--- src/hw/rtl/drp_pkg.sv ---
// shared constants, types and tables for the driven pendulum rk4 stepper
package drp_pkg;

  localparam int CORDIC_ITERS_DEF = 24;
  localparam int ATAN_COUNT       = 30;
  localparam int CIDX_W           = 5;

  localparam int CFG_IDX_W  = 3;
  localparam int CFG_DATA_W = 32;

  localparam int WRAP_W      = 42;
  localparam int WRAP_STEPS  = 13;
  localparam int WRAP_CNT_W  = 4;
  localparam int REM_W       = 27;

  localparam logic signed [31:0] PI_Q      = 32'sd52707179;
  localparam logic signed [31:0] HALF_PI_Q = 32'sd26353589;
  // two pi scaled by 2^(WRAP_STEPS-1)
  localparam logic [WRAP_W-1:0]  TWO_PI_TOP = 42'd431777206272;
  localparam logic signed [33:0] CORDIC_GAIN = 34'sd652032874;

  localparam logic [CFG_IDX_W-1:0] REG_OMEGA_SQ       = 3'd0;
  localparam logic [CFG_IDX_W-1:0] REG_DAMPING        = 3'd1;
  localparam logic [CFG_IDX_W-1:0] REG_DRIVE_AMP      = 3'd2;
  localparam logic [CFG_IDX_W-1:0] REG_DRIVE_FREQ     = 3'd3;
  localparam logic [CFG_IDX_W-1:0] REG_STEP_SIZE      = 3'd4;
  localparam logic [CFG_IDX_W-1:0] REG_START_ANGLE    = 3'd5;
  localparam logic [CFG_IDX_W-1:0] REG_START_VELOCITY = 3'd6;

  localparam logic [30:0]        RST_OMEGA_SQ    = 31'd16777216;
  localparam logic [30:0]        RST_DAMPING     = 31'd8388608;
  localparam logic signed [31:0] RST_DRIVE_AMP   = 32'sd15099494;
  localparam logic [30:0]        RST_DRIVE_FREQ  = 31'd11184811;
  localparam logic [30:0]        RST_STEP_SIZE   = 31'd1581129;
  localparam logic signed [26:0] RST_START_ANGLE = 27'sd26353589;

  typedef enum logic [4:0] {
    OP_NOP, OP_RST_LOAD, OP_RST_ANGLE, OP_MUL_INC, OP_CAP_INC,
    OP_WRAP_PH, OP_CAP_PH, OP_WRAP_PF, OP_CAP_PF, OP_STAGE_INIT,
    OP_SIN, OP_CAP_S, OP_COS, OP_CAP_C, OP_MUL_W, OP_CAP_T1,
    OP_MUL_D, OP_CAP_T2, OP_MUL_A, OP_CAP_ACC, OP_MUL_KA, OP_CAP_KA,
    OP_MUL_KV, OP_CAP_KV, OP_NEXT, OP_CAP_XS, OP_DIV, OP_FIN_V, OP_FIN_X
  } drp_op_t;

  typedef struct packed {
    drp_op_t    op;
    logic [1:0] stage;
  } drp_cmd_t;

  typedef struct packed {
    logic wrap_done;
    logic cordic_done;
    logic div_done;
    logic busy;
  } drp_sts_t;

  // arctan(2^-i) in q2.30
  function automatic logic [29:0] atan_q30(input logic [CIDX_W-1:0] i);
    logic [29:0] r;
    case (i)
      5'd0:  r = 30'd843314857;
      5'd1:  r = 30'd497837829;
      5'd2:  r = 30'd263043836;
      5'd3:  r = 30'd133525159;
      5'd4:  r = 30'd67021687;
      5'd5:  r = 30'd33543516;
      5'd6:  r = 30'd16775851;
      5'd7:  r = 30'd8388437;
      5'd8:  r = 30'd4194283;
      5'd9:  r = 30'd2097149;
      5'd10: r = 30'd1048575;
      5'd11: r = 30'd524288;
      5'd12: r = 30'd262144;
      5'd13: r = 30'd131072;
      5'd14: r = 30'd65536;
      5'd15: r = 30'd32768;
      5'd16: r = 30'd16384;
      5'd17: r = 30'd8192;
      5'd18: r = 30'd4096;
      5'd19: r = 30'd2048;
      5'd20: r = 30'd1024;
      5'd21: r = 30'd512;
      5'd22: r = 30'd256;
      5'd23: r = 30'd128;
      5'd24: r = 30'd64;
      5'd25: r = 30'd32;
      5'd26: r = 30'd16;
      5'd27: r = 30'd8;
      5'd28: r = 30'd4;
      5'd29: r = 30'd2;
      default: r = 30'd0;
    endcase
    return r;
  endfunction

endpackage

--- src/hw/rtl/drp_ctrl.sv ---
// sequencer that walks the datapath through one rk4 step per input beat
module drp_ctrl (
  input  logic              clk,
  input  logic              rst_n,
  input  logic              in_valid,
  input  logic              in_restart,
  output logic              in_stall,
  output logic              out_valid,
  input  logic              out_stall,
  output drp_pkg::drp_cmd_t cmd_o,
  input  drp_pkg::drp_sts_t sts_i
);

  typedef enum logic [5:0] {
    S_IDLE, S_RST_LOAD, S_RST_WAIT, S_RST_ANGLE, S_MUL_INC, S_CAP_INC,
    S_WRAP_PH, S_PH_WAIT, S_CAP_PH, S_WRAP_PF, S_PF_WAIT, S_CAP_PF,
    S_STAGE_INIT, S_SIN, S_SIN_WAIT, S_CAP_S, S_COS, S_COS_WAIT, S_CAP_C,
    S_MUL_W, S_CAP_T1, S_MUL_D, S_CAP_T2, S_MUL_A, S_CAP_ACC,
    S_MUL_KA, S_CAP_KA, S_MUL_KV, S_CAP_KV, S_NEXT, S_NEXT_WAIT, S_CAP_XS,
    S_DIV, S_DIV_WAIT, S_FIN_V, S_FIN_WAIT, S_FIN_X
  } state_t;

  state_t     state_r, state_nxt;
  logic [1:0] stage_r, stage_nxt;
  logic       out_valid_r, out_valid_nxt;
  logic       slot_free;
  drp_pkg::drp_op_t op;

  assign slot_free = !out_valid_r || !out_stall;

  always_comb begin
    state_nxt     = state_r;
    stage_nxt     = stage_r;
    out_valid_nxt = out_valid_r && out_stall;
    op            = drp_pkg::OP_NOP;
    case (state_r)
      S_IDLE: begin
        if (in_valid) begin
          state_nxt = in_restart ? S_RST_LOAD : S_MUL_INC;
        end
      end
      S_RST_LOAD:  begin op = drp_pkg::OP_RST_LOAD; state_nxt = S_RST_WAIT; end
      S_RST_WAIT:  if (sts_i.wrap_done) state_nxt = S_RST_ANGLE;
      S_RST_ANGLE: begin op = drp_pkg::OP_RST_ANGLE; state_nxt = S_MUL_INC; end
      S_MUL_INC:   begin op = drp_pkg::OP_MUL_INC; state_nxt = S_CAP_INC; end
      S_CAP_INC:   begin op = drp_pkg::OP_CAP_INC; state_nxt = S_WRAP_PH; end
      S_WRAP_PH:   begin op = drp_pkg::OP_WRAP_PH; state_nxt = S_PH_WAIT; end
      S_PH_WAIT:   if (sts_i.wrap_done) state_nxt = S_CAP_PH;
      S_CAP_PH:    begin op = drp_pkg::OP_CAP_PH; state_nxt = S_WRAP_PF; end
      S_WRAP_PF:   begin op = drp_pkg::OP_WRAP_PF; state_nxt = S_PF_WAIT; end
      S_PF_WAIT:   if (sts_i.wrap_done) state_nxt = S_CAP_PF;
      S_CAP_PF:    begin op = drp_pkg::OP_CAP_PF; state_nxt = S_STAGE_INIT; end
      S_STAGE_INIT: begin
        op        = drp_pkg::OP_STAGE_INIT;
        stage_nxt = 2'd0;
        state_nxt = S_SIN;
      end
      S_SIN:       begin op = drp_pkg::OP_SIN; state_nxt = S_SIN_WAIT; end
      S_SIN_WAIT:  if (sts_i.cordic_done) state_nxt = S_CAP_S;
      S_CAP_S:     begin op = drp_pkg::OP_CAP_S; state_nxt = S_COS; end
      S_COS:       begin op = drp_pkg::OP_COS; state_nxt = S_COS_WAIT; end
      S_COS_WAIT:  if (sts_i.cordic_done) state_nxt = S_CAP_C;
      S_CAP_C:     begin op = drp_pkg::OP_CAP_C; state_nxt = S_MUL_W; end
      S_MUL_W:     begin op = drp_pkg::OP_MUL_W; state_nxt = S_CAP_T1; end
      S_CAP_T1:    begin op = drp_pkg::OP_CAP_T1; state_nxt = S_MUL_D; end
      S_MUL_D:     begin op = drp_pkg::OP_MUL_D; state_nxt = S_CAP_T2; end
      S_CAP_T2:    begin op = drp_pkg::OP_CAP_T2; state_nxt = S_MUL_A; end
      S_MUL_A:     begin op = drp_pkg::OP_MUL_A; state_nxt = S_CAP_ACC; end
      S_CAP_ACC:   begin op = drp_pkg::OP_CAP_ACC; state_nxt = S_MUL_KA; end
      S_MUL_KA:    begin op = drp_pkg::OP_MUL_KA; state_nxt = S_CAP_KA; end
      S_CAP_KA:    begin op = drp_pkg::OP_CAP_KA; state_nxt = S_MUL_KV; end
      S_MUL_KV:    begin op = drp_pkg::OP_MUL_KV; state_nxt = S_CAP_KV; end
      S_CAP_KV: begin
        op        = drp_pkg::OP_CAP_KV;
        state_nxt = (stage_r == 2'd3) ? S_DIV : S_NEXT;
      end
      S_NEXT:      begin op = drp_pkg::OP_NEXT; state_nxt = S_NEXT_WAIT; end
      S_NEXT_WAIT: if (sts_i.wrap_done) state_nxt = S_CAP_XS;
      S_CAP_XS: begin
        op        = drp_pkg::OP_CAP_XS;
        stage_nxt = stage_r + 1'b1;
        state_nxt = S_SIN;
      end
      S_DIV:       begin op = drp_pkg::OP_DIV; state_nxt = S_DIV_WAIT; end
      S_DIV_WAIT:  if (sts_i.div_done) state_nxt = S_FIN_V;
      S_FIN_V:     begin op = drp_pkg::OP_FIN_V; state_nxt = S_FIN_WAIT; end
      S_FIN_WAIT:  if (sts_i.wrap_done) state_nxt = S_FIN_X;
      S_FIN_X: begin
        // commit only once the output register is free
        if (slot_free) begin
          op            = drp_pkg::OP_FIN_X;
          out_valid_nxt = 1'b1;
          state_nxt     = S_IDLE;
        end
      end
      default: state_nxt = S_IDLE;
    endcase
  end

  always_ff @(posedge clk) begin
    if (!rst_n) begin
      state_r     <= S_IDLE;
      stage_r     <= '0;
      out_valid_r <= 1'b0;
    end else begin
      state_r     <= state_nxt;
      stage_r     <= stage_nxt;
      out_valid_r <= out_valid_nxt;
    end
  end

  assign in_stall    = (state_r != S_IDLE);
  assign out_valid   = out_valid_r;
  assign cmd_o.op    = op;
  assign cmd_o.stage = stage_r;

endmodule

--- config.mk ---
export PLATFORM = sky130hd
export DESIGN_NAME = drp_ctrl
export DESIGN_NICKNAME = d
export VERILOG_FILES = /design/src/hw/rtl/drp_pkg.sv /design/src/hw/rtl/drp_ctrl.sv
export SDC_FILE = /design/constraint.sdc
export NUM_CORES = 1
export LEC_CHECK = 0
export ABC_AREA = 1
export BUFFER_PORTS_ARGS = -buffer_cell sky130_fd_sc_hd__buf_2
export CAP_MARGIN = 10
export CORE_MARGIN = 4
export CORE_UTILIZATION = 50
export CTS_CLUSTER_DIAMETER = 30
export DETAILED_ROUTE_END_ITERATION = 10
export PLACE_DENSITY_LB_ADDON = 0.08
export RECOVER_POWER = 50
export SLEW_MARGIN = 20
export SYNTH_ARGS = -nofsm -noshare
export SYNTH_HDL_FRONTEND = slang
export SYNTH_SLANG_ARGS = --single-unit
--- constraint.sdc ---
create_clock -name clk -period 1.4 [get_ports clk]
set_input_delay 0.28 -clock clk [delete_from_list [all_inputs] [get_ports clk]]
set_output_delay 0.28 -clock clk [all_outputs]
set_load 0.1 [all_outputs]
==> metrics.txt, run 1 <==
status=stopped before the end; Fail Step=clock tree synthesis; First Err=[ERROR DPL-0038] Utilization greater than 100%, impossible to legalize; gpl congestion=0.9956; Initial Util=0.5288; # clock sinks=9; DP HPWL=4.072 mm; IO Pins=18; Seq/Total Area, Yosys=0.1540; post-synthesis cell count=227; Yosys cell types=22; die height=56.37 µm; FP Rows=17; hold_buf cts=0; TritonCTS buffer count=3; Die Wd=56.37 µm; Cell Count Post-Placement=328; deepest clock path buffer count=2; Synth Register Bits=9; root buffer cell=clkbuf_4; Post-Place Worst Slack=-369.3 ps; Synth Warn #=0; CTS H-tree depth=1; # port buffers=16; syn nets=237; synthesized area per cell=approximately 5.2 µm²; post_cts resized=61; post-CTS setup buffer count=5; synthesized cell area=0.001170 mm²
cell families after synthesis:
group | share of synthesized area
buffers and inverters | 0.09733
DFF | 0.1540
AOI/OAI and AO/OA | 0.09198
adders and majority gates | 0.01069
and+or+nand+nor | 0.6460
Yosys cell counts, drive strengths merged:
| cell | count | area share |
|---|---|---|
| nand2 | 77 | 0.25 |
| nor2 | 41 | 0.16 |
| nand3 | 37 | 0.16 |
| inv | 26 | 0.083 |
| dfxtp | 9 | 0.15 |
| a21oi | 8 | 0.034 |
| nor3 | 7 | 0.030 |
| o21ai | 7 | 0.033 |
| nand4 | 6 | 0.032 |
| a31oi | 2 | 0.011 |
| buf | 2 | 0.011 |
| clkbuf | 1 | 0.0032 |
| ha | 1 | 0.011 |
| nand3b | 1 | 0.017 |
| o2111ai | 1 | 0.0075 |
| o211ai | 1 | 0.0064 |
per-stage QoR:
step	util	hold WS (ps)	area, µm²
floorplan	-	405.9	1325
global placement	0.8852	435.2	1958
detailed placement	0.8852	429.5	1958
==> run 2: changes to the inputs <==
CORE_AREA = 4 4 65 67   (was default)
CORE_MARGIN = default   (was 4)
CORE_UTILIZATION = default   (was 50)
CTS_CLUSTER_DIAMETER = default   (was 30)
DIE_AREA = 0 0 69 71   (was default)
PLACE_DENSITY_LB_ADDON = 0.15   (was 0.08)
clock period = 1.8 ns   (was 1.4 ns; I/O delays follow)
==> metrics.txt, run 2 <==
syn nets=237; Required @ worst endpoint=1440 ps; relative slew slack=0.6413; Vias=1798; # DRC=0; post-synthesis cell count=227; final setup vio count=6; met1 GRT Util=0.2470; RSZ-0062 raised after global routing=yes; Core Box Area=0.003633 mm²; reg-to-reg endpoint=state_r[2]; antenna viol nets, final=0; share of layout cells above drive strength 1=0.5367; largest net degree at the start of global routing=22; ranking of synthesized cells by area=nand2_1 (24%), nand3_1 (16%), dfxtp_1 (15%), nor2_1 (9.9%), inv_1 (7.7%); Worst Setup SP=state_r[0]; synth cell count leaders=nand2_1 (75), nand3_1 (37), nor2_1 (31), inv_1 (24); FILL cells=341; initial DRC count=140; crit end category=output port; f_max=493.0 MHz; P&R area growth vs syn=98.50%; area leader, netlist=nand2_1; vias in the first global route=around 1700; most frequent cell after synthesis=nand2_1; reg-to-reg startpoint=state_r[1]; deepest clock path buffer count=2; Comb power frac=0.797; grt total ovfl=0; Top reg by flops=state_r; Synth top area share=0.2406; gpl congestion=0.8854; root buffer cell=clkbuf_8; die height=71 µm; Tightest Pin Transition=around 540 ps; clock skew=0.8556 ps; power per cell area=1283 mW/mm²; initial antenna violation count=0; crit path capture=cmd_o[2]; Worst Path Arrival=1670 ps; leading cell type in the layout, fill and taps excluded=nand2_1; Seq/Total Area, Yosys=0.1540; CTS H-tree depth=1; CTS tree=yes; fin crit period=2028 ps; synthesized area per cell=5.154 µm²; sequential share of power=0.123; net switching power=1.609 mW; Slew Limit Fails=0; Core Util, Final=0.6391; met3 Use GR=0.03551; CTS clk-pin slew, worst paths=50 ps; synthesized cell area=about 0.0012 mm²; final period utilization=1.127; Post-Place Worst Slack=-198.4 ps; Clk network pwr share=0.080; status=finished with violations; FF-to-FF setup slack=50 ps; M2 GR Usage=0.3167; # clock sinks=9; number of maximum-capacitance violations=0; Synth Warn #=0; commonest non-fill, non-tap cells in the layout=nand2_1 (52), buf_4 (44), nand3_1 (23); # port buffers=16; first-pass GRT wire length=7.610 mm; startpoint class of the critical path=register; Synth Register Bits=9; antenna cells=0; Clk Latency, worst-skew pair=between 200 and 250 ps; DP HPWL=between 3 and 4 mm; worst min path class=input pin to register; hold_buf cts=0; leakage power=1.248 nW; R2R depth=12; nets@finish=311; Worst VDD drop=0.001107 V; final worst slack=-228.2 ps; GRT Overall Usage=0.1909; die outline area=0.004899 mm²; via/cell ratio=5.167; DRT Pass-1 Iters=5; Routed WL=between 5 and 6 mm; async set-reset flop share out of synthesis=0; Initial Util=0.3220; Yosys cell types=22; Crit Path Category=register to output port; prevailing post-synth register cell=dfxtp_1; FP Rows=22; switch share=0.5402; Most Crowded Layer GR=met2; CP Max Fanout=5; Post-synth EDFFs=0; cell internal pwr=1.369 mW; Die Wd=69 µm; IO Pins=18; Fin. Hold Viols=0; max FFs per register=6; DR WL/cell=14.50 µm; TritonCTS buffer count=3; failing checks=setup timing
run 2: cell counts after synthesis:
Identical to the previous run, type by type.
run 2: timing repair:
action,4_1_cts,5_1_grt
pin swaps,4,27
endpoints found under the setup margin,6,9
setup buffers,6,11
resized for setup,32,62
cloned,0,2
run 2: through the flow:
| stage | hold WS (ps) | cells | area (µm²) | TNS, ps | power (mW) |
|---|---|---|---|---|---|
| floorplan | 485.2 | 227 | 1296 | -596.2 | 1.495 |
| global placement | 434.3 | 332 | 1822 | -328.9 | 2.262 |
| detailed placement | 431.6 | 332 | 1822 | -353.9 | 2.263 |
| CTS | 373.1 | 339 | 1999 | -1095 | 2.616 |
| global route | 395.4 | 348 | 2322 | -1572 | 3.155 |
| finish | 371.1 | 348 | 2322 | -1067 | 2.978 |
run 2: per-layer routing:
metal | part of all wire | vias to the layer above
met5 | 0 | -
met4 | 0.028 | 0
met3 | 0.059 | 19
met2 | 0.48 | 76
met1 | 0.43 | 811
li1 | - | 892
run 2: how the worst min path moves through the flow:
stage,slack (ps),startpoint,cells after the start,end
3_3_place_gp,430,stage_r[0],1,stage_r[0]
2_1_floorplan,490,state_r[2],2,state_r[2]
3_5_place_dp,430,stage_r[0],1,stage_r[0]
6_report,370,rst_n,3,state_r[3]
5_1_grt,400,out_stall,3,out_valid
4_1_cts,370,rst_n,3,state_r[3]
run 2: power groups by stage:
stage                     registers, mW  clock network (mW)  logic (mW)
after floorplan                   0.293                   0        1.20
after global routing              0.373               0.264        2.52
after CTS                         0.334               0.238        2.04
final                             0.367               0.238        2.37
after global placement            0.301                   0        1.96
after detailed placement          0.300                   0        1.96
run 2: area by class of cell:
| type | instances | area (µm²) | share of cell area |
|---|---|---|---|
| inverters | 26 | 112.6 | 0.04849 |
| clock buffers | 4 | 45.04 | 0.01940 |
| repair buffers | 72 | 671.9 | 0.2893 |
| multi-input cells | 189 | 1224 | 0.5269 |
| well taps | 48 | 60.06 | 0.02586 |
| flip-flops and latches | 9 | 209.0 | 0.08998 |
run 2: critical path, stage by stage, from the launching register on:
cell     delay [ps]
dfxtp_4         390
inv_6            90
nand2_2          70
buf_6           130
nor2_4           90
nand2_2          70
buf_4           140
nand2_1          60
inv_1            60
nand4_1         140
buf_12          190
run 2: cells by family after synthesis:
logic type,after synthesis,share of synthesized area
buffers and inverters,29,0.09733
adder cells (fa/ha/maj),1,0.01069
flip-flops,9,0.1540
AND/OR/NAND/NOR,169,0.6460
AO/OA/AOI/OAI,19,0.09198
Power figures use the tool's default switching activity.
